===== src/hw/rtl/ladlp_pkg.sv =====
// ladlp_pkg: shared widths, coefficient constants, word types and saturation
// helpers for the stereo ladder lowpass
// no dependencies
`default_nettype none

package ladlp_pkg;

  localparam int SAMPLE_BITS    = 24;
  localparam int STATE_BITS     = 32;
  localparam int COEF_FRAC_BITS = 16;

  localparam int CUT_W     = 16;
  localparam int FB_W      = 19;
  localparam int COEF_W    = FB_W;
  localparam int CFG_W     = FB_W;
  localparam int CFG_IDX_W = 2;
  localparam int CHANNELS  = 2;

  localparam int PROD_W = STATE_BITS + COEF_W;
  localparam int MRES_W = PROD_W - COEF_FRAC_BITS + 1;
  localparam int SUM_W  = MRES_W + 2;

  localparam logic [CFG_IDX_W-1:0] CFG_CUTOFF   = CFG_IDX_W'(0);
  localparam logic [CFG_IDX_W-1:0] CFG_FEEDBACK = CFG_IDX_W'(1);

  localparam logic CMD_FILTER = 1'b0;
  localparam logic CMD_CLEAR  = 1'b1;
  localparam logic CH_LEFT    = 1'b0;
  localparam logic CH_RIGHT   = 1'b1;

  localparam longint ONE_Q_L      = longint'(1) << COEF_FRAC_BITS;
  localparam longint CUTOFF_MAX_L = (ONE_Q_L * 999 + 500) / 1000;
  localparam longint LADDER_K_L   = (ONE_Q_L * 35013 + 50000) / 100000;
  localparam longint TAP_C3_L     = (ONE_Q_L * 3 + 5) / 10;
  localparam longint STATE_MAX_L  = (longint'(1) << (STATE_BITS - 1)) - 1;
  localparam longint SAMPLE_MAX_L = (longint'(1) << (SAMPLE_BITS - 1)) - 1;

  typedef logic [COEF_W-1:0]               coef_t;
  typedef logic signed [STATE_BITS-1:0]    state_t;
  typedef logic signed [MRES_W-1:0]        mres_t;
  typedef logic signed [SUM_W-1:0]         sum_t;
  typedef logic signed [SAMPLE_BITS-1:0]   sample_t;

  localparam logic [CUT_W-1:0] CUTOFF_RESET = CUT_W'(3168);
  localparam logic [CUT_W-1:0] CUTOFF_MAX   = CUT_W'(CUTOFF_MAX_L);
  localparam logic [FB_W-1:0]  FEEDBACK_MAX = FB_W'(ONE_Q_L * 4);
  localparam coef_t            ONE_COEF     = COEF_W'(ONE_Q_L);
  localparam coef_t            TAP_C3       = COEF_W'(TAP_C3_L);
  localparam state_t           LADDER_K     = STATE_BITS'(LADDER_K_L);
  localparam logic [PROD_W:0]  ROUND_HALF   = (PROD_W + 1)'(ONE_Q_L / 2);

  localparam sum_t   SUM_HI    = SUM_W'(STATE_MAX_L);
  localparam sum_t   SUM_LO    = SUM_W'(-STATE_MAX_L - 1);
  localparam state_t STATE_HI  = STATE_BITS'(STATE_MAX_L);
  localparam state_t STATE_LO  = STATE_BITS'(-STATE_MAX_L - 1);
  localparam state_t SMP_HI_S  = STATE_BITS'(SAMPLE_MAX_L);
  localparam state_t SMP_LO_S  = STATE_BITS'(-SAMPLE_MAX_L - 1);
  localparam sample_t SMP_HI   = SAMPLE_BITS'(SAMPLE_MAX_L);
  localparam sample_t SMP_LO   = SAMPLE_BITS'(-SAMPLE_MAX_L - 1);

  typedef struct packed {
    logic    command;
    sample_t left_sample;
    sample_t right_sample;
  } in_word_t;

  typedef struct packed {
    sample_t left_out;
    sample_t right_out;
  } out_word_t;

  // value handed from one ladder cell to the next
  typedef struct packed {
    logic   vld;
    logic   ch;
    state_t val;
  } tok_t;

  function automatic state_t sat_state(sum_t x);
    state_t r;
    if (x > SUM_HI) begin
      r = STATE_HI;
    end else if (x < SUM_LO) begin
      r = STATE_LO;
    end else begin
      r = STATE_BITS'(x);
    end
    return r;
  endfunction

  function automatic sample_t sat_sample(state_t x);
    sample_t r;
    if (x > SMP_HI_S) begin
      r = SMP_HI;
    end else if (x < SMP_LO_S) begin
      r = SMP_LO;
    end else begin
      r = SAMPLE_BITS'(x);
    end
    return r;
  endfunction

endpackage

`default_nettype wire


===== src/hw/rtl/ladlp_mul.sv =====
// ladlp_mul: two-stage signed value times unsigned coefficient, rounded half
// away from zero after the fraction shift
// depends on ladlp_pkg
`default_nettype none

module ladlp_mul (
  input  logic              clk,
  input  ladlp_pkg::state_t a,
  input  ladlp_pkg::coef_t  c,
  output ladlp_pkg::mres_t  p
);
  import ladlp_pkg::*;

  logic [STATE_BITS-1:0] mag;
  logic [PROD_W-1:0]     prod_r;
  logic                  neg_r;
  logic [PROD_W:0]       rnd;
  logic [MRES_W-1:0]     mag_q;
  mres_t                 p_r;

  assign mag   = a[STATE_BITS-1] ? STATE_BITS'(-a) : STATE_BITS'(a);
  assign rnd   = (PROD_W + 1)'(prod_r) + ROUND_HALF;
  assign mag_q = rnd[PROD_W:COEF_FRAC_BITS];

  always_ff @(posedge clk) begin
    prod_r <= PROD_W'(mag) * PROD_W'(c);
    neg_r  <= a[STATE_BITS-1];
    p_r    <= neg_r ? -mres_t'(mag_q) : mres_t'(mag_q);
  end

  assign p = p_r;

endmodule

`default_nettype wire


===== config.mk =====
export PLATFORM = sky130hd
export DESIGN_NAME = ladlp_mul
export DESIGN_NICKNAME = d
export VERILOG_FILES = /design/src/hw/rtl/ladlp_pkg.sv /design/src/hw/rtl/ladlp_mul.sv
export SDC_FILE = /design/constraint.sdc
export NUM_CORES = 2
export LEC_CHECK = 0
export BUFFER_PORTS_ARGS = -buffer_cell sky130_fd_sc_hd__buf_4
export CORE_UTILIZATION = 52
export DETAILED_ROUTE_END_ITERATION = 12
export PLACE_DENSITY_LB_ADDON = 0.05
export SYNTH_ARGS = -nofsm -noshare
export SYNTH_HDL_FRONTEND = slang
export SYNTH_SLANG_ARGS = --single-unit
export TNS_END_PERCENT = 50

===== constraint.sdc =====
create_clock -name clk -period 10.6 [get_ports clk]
set_input_delay 0 -clock clk [delete_from_list [all_inputs] [get_ports clk]]
set_output_delay 0 -clock clk [all_outputs]
set_load 0.05 [all_outputs]

* Yosys cells after proc, flatten, opt, wreduce, memory -nomap -nowiden
Index checks and enable logic that the tools add are counted.
** Operators by class
- Multiply operators :: 1
- Mux-type cells :: 2
- Add/subtract/negate cells :: 3
** Operators with widths (count)
- $add A51 B16 Y52 const B :: 1
- $mul A32 B19 Y51 :: 1
- $mux W36 :: 1
- $neg A36 Y36 :: 1
- $mux W32 :: 1
- $neg A32 Y32 :: 1
** Word-level totals
- Output and inout bits :: 36
- Register bits after elaboration :: 88
- Bits of input ports :: 52
- Logic and storage cells :: 9

* Logic depth before layout (Yosys ltp)
- Depth in word-level cells :: 3
- Gate-level depth with buffers :: 32
- Gate-level depth less buffers :: 29

* Least setup slack after synthesis
No wires, ideal clock.
- Path type :: input -> register
- Start :: in a[14]
- End :: reg prod_r[46]
- Required time :: 10528 ps
- Slack :: 2745 ps
- Stages on the path :: 27
- Arrival :: 7783 ps
- Buffers on the path :: 1
- Cell sequence :: or4_4 > or4_1 > or2_1 > or3_1 > o41ai_1 > nand2_1 > xor2_1 > clkbuf_1 > nand2_1 > fa_1 > fa_1 > fa_1 > inv_1 > fa_1 > fa_1 > inv_1 > fa_1 > inv_1 > ha_1 > and3_1 > and2_1 > a221oi_1 > nand2_1 > o21ai_0 > o21ai_0 > a21oi_1 > xnor2_1
** Between the ends
- Word-level cells in the longest chain between the ends :: 3
** RTL lines
- from (decl) :: line ladlp_mul.sv:8 : input ladlp_pkg::state_t a,
- $neg A32 Y32 :: line ladlp_mul.sv:21 : assign mag = a[STATE_BITS-1] ? STATE_BITS'(-a) : STATE_BITS'(a);
- $mux W32 (*) :: line ladlp_mul.sv:21
- $mul A32 B19 Y51 (*) :: line ladlp_mul.sv:26 : prod_r <= PROD_W'(mag) * PROD_W'(c);
- to (signal assigned) :: line ladlp_mul.sv:26
- to (decl) :: line ladlp_mul.sv:15 : logic [PROD_W-1:0] prod_r;
Mark *: on every way between the ends. The rest lies on a longest branch, timed or not.

* Worst setup path after layout
- Start :: in a[14]
- End :: reg prod_r[48]
The elaborated chain is that of the path after synthesis.

==> results.toml <==
[timing]
max_freq_mhz = 114
period_needed_ns = 8.78
finalSetupViolCount = 0
finalMaxSlewViolations = 0
worst_pin_slew_ns = 1.05
rsz0062_at_grt = "no"
setup_tns_ns = 0
setup_ws_ns = 1.82
post-route-period-util_pct = 82.8
skew_ns = 0.00718
hold_viol = 0
slew_headroom_pct = 29.4

[clock_tree]
cts_root_buf = "clkbuf_16"
cts_tree = "yes"
clockBufferDepth = 2
htree_levels = 3
cts_setup_buffers = 0
cts_resized = 0
clock_latency_ns = 0.33
cts.sinks = 73
numCtsBuffers = 9
path_clk_slew_ns = 0.06
cts_hold_buf = 0

[min_path]
hp-class = "in -> reg"

[detailed_routing]
wire_per_inst_um = 19.6
dr_total_vias = 17700
drc = 0
ant_nets = 0
first_iter_violations = 1139
vias_per_cell = 5.42
wl_mm = 64.1
firstDrtPassIters = 5

[logic_synthesis]
syn_area_per_cell_um2 = 8.71
netlist_area_um2 = 23200
yosys_register_bits = 73
synth_nets = 3355
synth.yosys.seq_area_share_pct = 6.31
async_flop_share_pct = 0
syn-instance-count = 2660
ys_warn_count = 0
synth_cell_type_count = 71
synthFlopType = "dfxtp_1"
synth_edf_count = 0

[placement]
hpwl_mm = 47.0
place_worst_setup_slack_ns = 1.56
globalplace.congestion = 0.901
port_buffers = 87

[setup_path]
r2r-end = "p[35]$_DFF_P_"
cpMostUsedCell = "fa_1"
crit_end = "prod_r[48]$_DFF_P_"
critPathSlowestCell = "xor2_1"
cp-start-kind = "primary input"
arrival_ns = 9.04
cp_top_family = "adder cells"
path_buf_inv = 5
worstSetupEndpointType = "flop"
rrSetupSlack_ns = 6.58
r2r.worst_path.cells = 8
path_class = "in -> reg"
cp_max_fo = 10
max_stage_delay_ns = 0.82
required_ns = 10.86
cp.depth = 28
crit_path_start = "a[14]"
r2r-start = "prod_r[17]$_DFF_P_"

[floorplan]
ios = 88
die_w_um = 213
rows = 76
initial_core_util_pct = 53.2
die_y_um = 213
coreArea_um2 = 43600
dieArea_um2 = 45400

[final_layout]
final_net_count = 3366
drive_gt1_share_pct = 5.94
syn_to_final_growth_pct = 5.98
num_antenna_cells = 0

[outcome]
outcome = "completed"

[run]
drv_cap = 0

[global_route]
grt_start_max_net_pins = 33
grt_pass1_vias = 18800
grt_pass1_wl_mm = 103
grt.total_usage_pct = 30.0
grt-ovfl-total = 0
antenna_found_initial = 0
-- through the flow --
stage                     cells  hold WS, ns  cell area (µm²)  utilization, %
after global placement     3245        0.354            24300            55.7
after global routing       3261       0.0182            24600            56.4
after floorplan            2660       0.0277            23200               -
final                      3261       0.0181            24600            56.4
after CTS                  3261       0.0125            24600            56.4
after detailed placement   3245        0.361            24300            55.7
-- cells in the final DEF (no fill, tap or decap), types with 11 or more instances in the layout --
cell | synthesis | final
buf_4 | 0 | 118
and3_1 | 11 | 11
nor4_1 | 16 | 16
nor2_1 | 42 | 42
o21ai_0 | 43 | 43
xor2_1 | 33 | 33
a31oi_1 | 13 | 13
nand3_1 | 44 | 44
nand4_1 | 19 | 19
o31ai_1 | 12 | 12
nand2_1 | 366 | 366
a21o_1 | 21 | 21
a21oi_1 | 49 | 49
xnor2_1 | 100 | 100
inv_1 | 612 | 612
nor3_1 | 18 | 18
fa_1 | 508 | 508
and2_1 | 299 | 299
ha_1 | 135 | 135
dfxtp_1 | 73 | 73
-- per-layer routing --
layer,global-route usage [%],wire [µm],vias up
met1,42.8,28400,8899
met5,0,0,-
met3,5.46,5620,91
met2,47.8,28800,739
met4,6.25,1220,0
li1,-,-,7952
-- cell usage after synthesis, drive strengths merged (16+ instances only) --
| library cell | count | area share [%] |
|---|---|---|
| ha | 135 | 7.3 |
| nor2 | 42 | 0.68 |
| xor2 | 33 | 1.2 |
| a21oi | 49 | 1.1 |
| clkbuf | 98 | 1.7 |
| dfxtp | 73 | 6.3 |
| nor4 | 16 | 0.43 |
| and2 | 309 | 8.4 |
| fa | 508 | 44 |
| nand2 | 366 | 5.9 |
| nand4 | 20 | 0.57 |
| nor3 | 18 | 0.39 |
| nand3 | 44 | 0.95 |
| inv | 612 | 9.9 |
| xnor2 | 101 | 3.9 |
| a21o | 21 | 0.68 |
| o21ai | 44 | 0.97 |
-- state kept, by name, summed over array words and instances (netlist names) --
signal,cells
neg_r,1
p,36
prod_r,36
-- worst register-to-register path, delay by kind of cell, from the launching register on --
kind,cells,cell delay [ns]
XOR/XNOR,2,0.46
AO/OA/AOI/OAI,1,0.36
flip-flops,1,0.51
AND/OR/NAND/NOR,5,2.64
-- kinds of logic (layout without fill, tap and decap cells) --
| group | count (synthesis) | count (layout) | synth area share [%] |
|---|---|---|---|
| adder cells (fa/ha/maj) | 643 | 643 | 51.2 |
| AO/OA/AOI/OAI | 198 | 198 | 5.60 |
| AND/OR/NAND/NOR | 875 | 875 | 19.3 |
| flip-flops | 73 | 73 | 6.31 |
| multiplexers | 7 | 7 | 0.308 |
| buffers and inverters | 730 | 746 | 12.2 |
| XOR/XNOR | 134 | 134 | 5.10 |
-- layout make-up --
type	count	area [µm²]
flip-flops and latches	73	1460
clock buffers	9	225
multi-input cells	1857	18900
repair buffers	118	886
fillers	4125	19000
well taps	585	732
clock inverters	7	71.3
inverters	612	2300
-- worst min path at each step --
stage	endpoint	cells past startpoint	slack [ns]	start
finish	neg_r$_DFF_P_	1	0.02	a[31]
global route	neg_r$_DFF_P_	1	0.02	a[31]
CTS	neg_r$_DFF_P_	1	0.01	a[31]
detailed placement	neg_r$_DFF_P_	1	0.36	a[31]
global placement	neg_r$_DFF_P_	1	0.35	a[31]
floorplan	neg_r$_DFF_P_	0	0.03	a[31]
Power is left out: the tool's default activity adds up to more than one toggle a clock period on the data nets, which glitch-free logic cannot reach.
