### config.mk
export PLATFORM = sky130hd
export DESIGN_NAME = ladlp_cell
export DESIGN_NICKNAME = d
export VERILOG_FILES = /design/src/hw/rtl/ladlp_pkg.sv /design/src/hw/rtl/ladlp_mul.sv /design/src/hw/rtl/ladlp_cell.sv
export SDC_FILE = /design/constraint.sdc
export NUM_CORES = 2
export LEC_CHECK = 0
export BUFFER_PORTS_ARGS = -buffer_cell sky130_fd_sc_hd__buf_2
export CAP_MARGIN = 20
export CORE_MARGIN = 2
export CORE_UTILIZATION = 50
export CTS_BUF_LIST = sky130_fd_sc_hd__clkbuf_8 sky130_fd_sc_hd__clkbuf_16
export CTS_CLUSTER_SIZE = 28
export DETAILED_ROUTE_END_ITERATION = 10
export MAX_ROUTING_LAYER = met4
export PLACE_DENSITY = 0.67
export SYNTH_ARGS = -nofsm -noshare
export SYNTH_HDL_FRONTEND = slang
export SYNTH_SLANG_ARGS = --single-unit
### constraint.sdc
create_clock -name clk -period 9.76 [get_ports clk]
set_input_delay 0.976 -clock clk [delete_from_list [all_inputs] [get_ports clk]]
set_output_delay 0.976 -clock clk [all_outputs]
set_load 0.03 [all_outputs]
### src/hw/rtl/ladlp_pkg.sv
// ladlp_pkg: shared widths, coefficient constants, word types and saturation
// helpers for the stereo ladder lowpass
// no dependencies
`default_nettype none

package ladlp_pkg;

  localparam int SAMPLE_BITS    = 24;
  localparam int STATE_BITS     = 32;
  localparam int COEF_FRAC_BITS = 16;

  localparam int CUT_W     = 16;
  localparam int FB_W      = 19;
  localparam int COEF_W    = FB_W;
  localparam int CFG_W     = FB_W;
  localparam int CFG_IDX_W = 2;
  localparam int CHANNELS  = 2;

  localparam int PROD_W = STATE_BITS + COEF_W;
  localparam int MRES_W = PROD_W - COEF_FRAC_BITS + 1;
  localparam int SUM_W  = MRES_W + 2;

  localparam logic [CFG_IDX_W-1:0] CFG_CUTOFF   = CFG_IDX_W'(0);
  localparam logic [CFG_IDX_W-1:0] CFG_FEEDBACK = CFG_IDX_W'(1);

  localparam logic CMD_FILTER = 1'b0;
  localparam logic CMD_CLEAR  = 1'b1;
  localparam logic CH_LEFT    = 1'b0;
  localparam logic CH_RIGHT   = 1'b1;

  localparam longint ONE_Q_L      = longint'(1) << COEF_FRAC_BITS;
  localparam longint CUTOFF_MAX_L = (ONE_Q_L * 999 + 500) / 1000;
  localparam longint LADDER_K_L   = (ONE_Q_L * 35013 + 50000) / 100000;
  localparam longint TAP_C3_L     = (ONE_Q_L * 3 + 5) / 10;
  localparam longint STATE_MAX_L  = (longint'(1) << (STATE_BITS - 1)) - 1;
  localparam longint SAMPLE_MAX_L = (longint'(1) << (SAMPLE_BITS - 1)) - 1;

  typedef logic [COEF_W-1:0]               coef_t;
  typedef logic signed [STATE_BITS-1:0]    state_t;
  typedef logic signed [MRES_W-1:0]        mres_t;
  typedef logic signed [SUM_W-1:0]         sum_t;
  typedef logic signed [SAMPLE_BITS-1:0]   sample_t;

  localparam logic [CUT_W-1:0] CUTOFF_RESET = CUT_W'(3168);
  localparam logic [CUT_W-1:0] CUTOFF_MAX   = CUT_W'(CUTOFF_MAX_L);
  localparam logic [FB_W-1:0]  FEEDBACK_MAX = FB_W'(ONE_Q_L * 4);
  localparam coef_t            ONE_COEF     = COEF_W'(ONE_Q_L);
  localparam coef_t            TAP_C3       = COEF_W'(TAP_C3_L);
  localparam state_t           LADDER_K     = STATE_BITS'(LADDER_K_L);
  localparam logic [PROD_W:0]  ROUND_HALF   = (PROD_W + 1)'(ONE_Q_L / 2);

  localparam sum_t   SUM_HI    = SUM_W'(STATE_MAX_L);
  localparam sum_t   SUM_LO    = SUM_W'(-STATE_MAX_L - 1);
  localparam state_t STATE_HI  = STATE_BITS'(STATE_MAX_L);
  localparam state_t STATE_LO  = STATE_BITS'(-STATE_MAX_L - 1);
  localparam state_t SMP_HI_S  = STATE_BITS'(SAMPLE_MAX_L);
  localparam state_t SMP_LO_S  = STATE_BITS'(-SAMPLE_MAX_L - 1);
  localparam sample_t SMP_HI   = SAMPLE_BITS'(SAMPLE_MAX_L);
  localparam sample_t SMP_LO   = SAMPLE_BITS'(-SAMPLE_MAX_L - 1);

  typedef struct packed {
    logic    command;
    sample_t left_sample;
    sample_t right_sample;
  } in_word_t;

  typedef struct packed {
    sample_t left_out;
    sample_t right_out;
  } out_word_t;

  // value handed from one ladder cell to the next
  typedef struct packed {
    logic   vld;
    logic   ch;
    state_t val;
  } tok_t;

  function automatic state_t sat_state(sum_t x);
    state_t r;
    if (x > SUM_HI) begin
      r = STATE_HI;
    end else if (x < SUM_LO) begin
      r = STATE_LO;
    end else begin
      r = STATE_BITS'(x);
    end
    return r;
  endfunction

  function automatic sample_t sat_sample(state_t x);
    sample_t r;
    if (x > SMP_HI_S) begin
      r = SMP_HI;
    end else if (x < SMP_LO_S) begin
      r = SMP_LO;
    end else begin
      r = SAMPLE_BITS'(x);
    end
    return r;
  endfunction

endpackage

`default_nettype wire

### src/hw/rtl/ladlp_mul.sv
// ladlp_mul: two-stage signed value times unsigned coefficient, rounded half
// away from zero after the fraction shift
// depends on ladlp_pkg
`default_nettype none

module ladlp_mul (
  input  logic              clk,
  input  ladlp_pkg::state_t a,
  input  ladlp_pkg::coef_t  c,
  output ladlp_pkg::mres_t  p
);
  import ladlp_pkg::*;

  logic [STATE_BITS-1:0] mag;
  logic [PROD_W-1:0]     prod_r;
  logic                  neg_r;
  logic [PROD_W:0]       rnd;
  logic [MRES_W-1:0]     mag_q;
  mres_t                 p_r;

  assign mag   = a[STATE_BITS-1] ? STATE_BITS'(-a) : STATE_BITS'(a);
  assign rnd   = (PROD_W + 1)'(prod_r) + ROUND_HALF;
  assign mag_q = rnd[PROD_W:COEF_FRAC_BITS];

  always_ff @(posedge clk) begin
    prod_r <= PROD_W'(mag) * PROD_W'(c);
    neg_r  <= a[STATE_BITS-1];
    p_r    <= neg_r ? -mres_t'(mag_q) : mres_t'(mag_q);
  end

  assign p = p_r;

endmodule

`default_nettype wire

### src/hw/rtl/ladlp_cell.sv
// ladlp_cell: one one-pole ladder stage for both channels, passing each word
// through d1_r, d2_r and out_r, holding that stage's previous input and output
// depends on ladlp_pkg, ladlp_mul
`default_nettype none

module ladlp_cell (
  input  logic             clk,
  input  logic             rst_n,
  input  logic             clr,
  input  ladlp_pkg::coef_t omf,
  input  ladlp_pkg::tok_t  tok_in,
  output ladlp_pkg::tok_t  tok_out
);
  import ladlp_pkg::*;

  state_t pin_r  [CHANNELS];
  state_t pout_r [CHANNELS];
  tok_t   d1_r;
  tok_t   d2_r;
  tok_t   out_r;
  mres_t  p_in;
  mres_t  p_out;
  state_t o_nxt;

  ladlp_mul u_mul_in (
    .clk (clk),
    .a   (pin_r[tok_in.ch]),
    .c   (TAP_C3),
    .p   (p_in)
  );

  ladlp_mul u_mul_out (
    .clk (clk),
    .a   (pout_r[tok_in.ch]),
    .c   (omf),
    .p   (p_out)
  );

  assign o_nxt = sat_state(sum_t'(d2_r.val) + sum_t'(p_in) + sum_t'(p_out));

  always_ff @(posedge clk) begin
    if (!rst_n) begin
      d1_r  <= '0;
      d2_r  <= '0;
      out_r <= '0;
      for (int i = 0; i < CHANNELS; i++) begin
        pin_r[i]  <= '0;
        pout_r[i] <= '0;
      end
    end else begin
      d1_r      <= tok_in;
      d2_r      <= d1_r;
      out_r.vld <= d2_r.vld;
      out_r.ch  <= d2_r.ch;
      out_r.val <= o_nxt;
      if (clr) begin
        for (int i = 0; i < CHANNELS; i++) begin
          pin_r[i]  <= '0;
          pout_r[i] <= '0;
        end
      end else if (d2_r.vld) begin
        pin_r[d2_r.ch]  <= d2_r.val;
        pout_r[d2_r.ch] <= o_nxt;
      end
    end
  end

  assign tok_out = out_r;

endmodule

`default_nettype wire

**Word level (Yosys, flattened, before mapping)**

Memories as Yosys holds them, arrays and structs flattened.
Cells that the tools add are included.

- Memories: 2
- Logic and storage cells: 59
- Register bits after elaboration: 278
- Bits in writable memories: 128
- Output and inout port bits: 34

- Magnitude comparators: 2
- Reductions and logical operators: 2
- Multiply operators: 2
- Bitwise gates (word level): 4
- Add/subtract/negate cells: 8
- Mux-type cells: 24

Memories:

| name | words | width | read ports | clocked after memory_dff | wr ports | line | text |
|---|---|---|---|---|---|---|---|
| pin_r | 2 | 32 | 1 | 0 | 2 | ladlp_cell.sv:16 | `state_t pin_r [CHANNELS];` |
| pout_r | 2 | 32 | 1 | 0 | 2 | ladlp_cell.sv:17 | `state_t pout_r [CHANNELS];` |

Operators by type and width:

| operator | count |
|---|---|
| 32-bit 2-to-1 mux | 10 |
| 51-bit by 16-bit adder with 52-bit output (second input constant) | 2 |
| 36-bit 2-to-1 mux | 2 |
| 36-bit negation | 2 |
| 32-bit negation | 2 |
| 32-bit OR reduction | 2 |
| 32-bit by 19-bit multiplier with 51-bit output | 1 |
| 32-bit by 15-bit multiplier with 47-bit output (second input constant) | 1 |
| 37-bit by 36-bit adder with 38-bit output | 1 |
| 38-bit by 32-bit > comparator with 1-bit output (second input constant) | 1 |
| 38-bit by 32-bit less-than comparator with 1-bit output (second input constant) | 1 |
| 32-bit by 36-bit adder with 37-bit output | 1 |
| 1-bit 2-to-1 mux | 12 |
| 1-bit bitwise OR | 4 |

**Logic depth before layout (Yosys ltp)**

- Word-level depth: 6
- Depth in mapped cells: 43
- Gate-level depth less buffers: 35

**Hierarchy**

Synthesis repeated with hierarchy kept, for this count alone.

- Cell total of the unflattened synthesis: 6238
- Area, all modules: 57486.4 um2

Modules (own cells, without submodules):

| module | cells each | sequential area each (um2) | times used | area each (um2) |
|---|---|---|---|---|
| ladlp_mul (u_mul_out) | 2644 | 1461.4 | 1 | 23082.1 |
| ladlp_mul (u_mul_in) | 2625 | 1461.4 | 1 | 22895.7 |
| ladlp_cell | 969 | 5885.6 | 1 | 11508.5 |

**Worst setup path after synthesis**

OpenSTA, ideal clock, no wires.

- Path kind: in2reg
- From: input port tok_in[32] (netlist name)
- To: register u_mul_out.prod_r[49]
- Buffers on the path: 10
- Setup slack: -0.811 ns
- Arrival time: 10.465 ns
- Data required time: 9.654 ns
- Cell stages on the path: 40
- Cells stage by stage: buf_4 -> buf_6 -> buf_2 -> buf_2 -> buf_2 -> buf_2 -> buf_2 -> buf_2 -> buf_2 -> mux2i_1 -> ha_1 -> o21ai_0 -> nor4_1 -> and2_1 -> and2b_1 -> and2b_1 -> a21oi_1 -> xnor2_1 -> [4 not listed] -> fa_1 -> inv_1 -> fa_1 -> fa_1 -> inv_1 -> fa_1 -> inv_1 -> ha_1 -> a21o_1 -> a21o_1 -> a21oi_1 -> nand2_1 -> a211o_1 -> a21oi_1 -> nor3b_1 -> o311a_1 -> or4_1 -> o311ai_0

- Cells in the longest elaborated chain, start to end: 4

RTL lines:

| what | line | text |
|---|---|---|
| start, declared | ladlp_cell.sv:11 | `input ladlp_pkg::tok_t tok_in,` |
| memory read 2 x 32 bit (*) | - |  |
| 32-bit negation | ladlp_mul.sv:21 | `assign mag = a[STATE_BITS-1] ? STATE_BITS'(-a) : STATE_BITS'(a);` |
| 32-bit 2-to-1 mux (*) | ladlp_mul.sv:21 |  |
| 32-bit by 19-bit multiplier with 51-bit output (*) | ladlp_mul.sv:26 | `prod_r <= PROD_W'(mag) * PROD_W'(c);` |
| end signal, assigned | ladlp_mul.sv:26 |  |
| end, declared | ladlp_mul.sv:15 | `logic [PROD_W-1:0] prod_r;` |

Every way passes the cells marked *; elsewhere a longest branch is shown, timed or not.
A chain may end at the register's enable or synchronous reset.

**Final worst setup path**

- From: input port tok_in[32] (netlist name)
- To: register u_mul_in.prod_r[46]

- Cells in the longest elaborated chain, start to end: 4

RTL lines:

| what | line |
|---|---|
| memory read 2 x 32 bit (*) | - |
| 32-bit negation | ladlp_mul.sv:21 |
| 32-bit 2-to-1 mux (*) | ladlp_mul.sv:21 |
| 32-bit by 15-bit multiplier with 47-bit output (*) | ladlp_mul.sv:26 |
| end signal, assigned | ladlp_mul.sv:26 |
| end, declared | ladlp_mul.sv:15 |

Marked as above.

==> run_results.csv <==
group,metric,value,unit
layout,final_cell_count_no_fill,6100,
timing,fin_crit_sh,94.1,%
timing,slew-limit-headroom,30.5,%
yosys,syn_area_per_cell,9.54,µm²
yosys,synth_fp_nets,5987,
timing,slew_viol_final,0,
yosys,synth_top_area_cell,"fa_1",
floorplan,core_area,0.0915,mm²
floorplan,rows,111,
setup_path,crit_type,"in2reg",
routing,first_iter_violations,2194,
setup_path,required,10.21,ns
setup_path,cpPeakStageDelay,0.81,ns
clock_tree,cts_setup_buffers,0,
routing,firstDrtPassIters,7,
yosys,async_reset_ff_share,0,%
layout,drive_gt1_share,6.78,%
routing,ant_nets,0,
setup_path,cp_common_cell,"fa_1",
layout,seq_area,0.00873,mm²
floorplan,dieArea,0.0947,mm²
global_route,grt_pass1_wl,183000,µm
placed_design,dp_cells,6024,
routing,vias_per_cell,5.39,
clock_tree,clk_path_buf_depth,3,
placed_design,io_buffers,89,
layout,final_nets,6033,
floorplan,ios,90,
placed_design,hpwl,89300,µm
timing,tightest_slew,1.04,ns
yosys,synth_edf_count,128,
yosys,yosys_warnings,0,
global_route,grt_max_degree,75,
floorplan,die_w,308,µm
clock_tree,cts_buffers,39,
timing,finalSetupTns,0,ns
routing,wl_per_cell,18.2,µm
routing,drc,0,
setup_path,critical_path.slowest_cell,"xnor2_1",
global_route,antenna_found_initial,1,
clock_tree,cts_max_level,2,
layout,area_delta_synth_final,7.10,%
yosys,yosysSeqAreaShare,18.9,%
timing,min_period,9.19,ns
clock_tree,path_clk_slew,0.06,ns
timing,fin_skew,0.0430,ns
run,maxCapViolations,0,
setup_path,crit_arrival,9.64,ns
clock_tree,clock_latency,0.58,ns
layout,multiInputGateArea,0.0333,mm²
yosys,synth_cell_types,103,
yosys,synth_ff_type,"dfxtp_1",
placed_design,place.gp.congestion,0.917,
outcome,status,"finished clean",
setup_path,crit_path_end_kind,"register",
timing,setup_viol,0,
clock_tree,numClockSinks,372,
global_route,grt_usage,25.0,%
global_route,grt-ovfl-total,0,
layout,fill_cells,8231,
yosys,synth_area_leaders,"fa_1, dfxtp_1, ha_1",
yosys,syn-instance-count,4836,
clock_tree,cts_resized,0,
timing,final_hold_viol_count,0,
floorplan,die_h,308,µm
global_route,first_global_vias,34500,
clock_tree,cts_hold_buf,0,
timing,fmax,109,MHz
routing,num_vias,32900,
hold_path,hp-class,"reg2reg",
clock_tree,cts-root-buf,"clkbuf_16",
setup_path,crit_fanout,41,
yosys,synth-seq-cells,372,
timing,rsz0062_at_grt,"false",
floorplan,initial_core_util,50.4,%
clock_tree,cts_tree,"done",
routing,routed_wl,111000,µm
setup_path,startpoint_type,"input port",
yosys,synthesis.area,0.0461,mm²
yosys,synth_top_area_share,30.9,%
==> metrics by stage <==
step / hold WS, ns / setup slack [ns] / utilization [%] / cell area [µm²]
floorplan: 0.412 / 0.0181 / - / 46200
global placement: 0.416 / 0.0395 / 52.6 / 48100
detailed placement: 0.417 / -0.0222 / 52.6 / 48100
CTS: 0.432 / 0.518 / 53.9 / 49400
global route: 0.456 / 0.0727 / 54.0 / 49400
finish: 0.432 / 0.573 / 54.0 / 49400
==> cell type report <==
class                           count  area share [%]
Timing Repair Buffer              189            2.61
Clock buffer                       45            2.16
Multi-Input combinational cell   3389            67.5
Clock inverter                     27           0.322
Antenna cell                        1         0.00506
Sequential cell                   372            17.7
Inverter                          891            6.77
Tap cell                         1186            3.00
==> registers in the layout, summed over array words and instances (netlist names) <==
name,count
u_mul_in.prod_r,32
u_mul_in.p,36
u_mul_out.neg_r,1
tok_out,34
u_mul_in.neg_r,1
d1_r,34
pout_r,64
u_mul_out.prod_r,36
u_mul_out.p,36
d2_r,34
pin_r,64
==> cells by family (layout without fill, tap and decap cells) <==
family,Yosys count,count (layout),share of synthesized area [%]
flip-flops,372,372,18.9
other,0,1,0
adder cells (fa/ha/maj),1095,1095,41.3
AND/OR/NAND/NOR,1368,1368,15.6
buffers and inverters,1075,1152,8.98
XOR/XNOR,280,280,5.33
AO/OA/AOI/OAI,579,579,8.44
multiplexers,67,67,1.49
==> synthesized netlist by cell type (all sizes together) (109+ instances only) <==
cell type	instances
clkbuf	133
fa	712
xnor2	171
xor2	109
and2	457
a21oi	141
nor2	134
nand2	440
o21ai	127
dfxtp	244
edfxtp	128
inv	891
ha	383
==> layout by cell type (no fill, tap or decap), drive strengths merged, types with 46 or more instances in the layout <==
master  count
xor2      109
nor3       58
nor2      134
a21oi     141
o21ai     127
xnor2     171
nand3      58
dfxtp     244
a21o       68
mux2i      55
ha        383
fa        712
nand2     440
edfxtp    128
a211oi     75
inv       903
buf       188
and2      457
clkbuf     46
==> worst paths after layout <==
check / startpoint / end / slack, ns / cells past startpoint
setup / recovery: tok_in[32] / u_mul_in.prod_r[46] / 0.57 / 31
hold / removal: d1_r[13] / d2_r[13] / 0.43 / 1
setup reg to reg: pout_r[0][0] / u_mul_out.prod_r[49] / 0.78 / 34
hold reg to reg: d1_r[13] / d2_r[13] / 0.43 / 1
==> layer usage <==
metal  GRT usage [%]  vias up  share of wire, %
met2            40.2      762                47
met5               -        -                 0
met3            2.68      177               4.6
met4            6.15        0               2.5
met1            34.1    16500                45
li1                -    15400                 -
==> critical path: cells and delay by family <==
family,cells,cell delay [ns]
xor gates and xnor gates,1,0.81
adders and majority gates,7,3.26
and+or+nand+nor,5,1.64
AOI/OAI and AO/OA,9,1.44
buffers and inverters,9,1.48
Power is left out: the tool's default activity adds up to more than one toggle a clock period on the data nets, which glitch-free logic cannot reach.
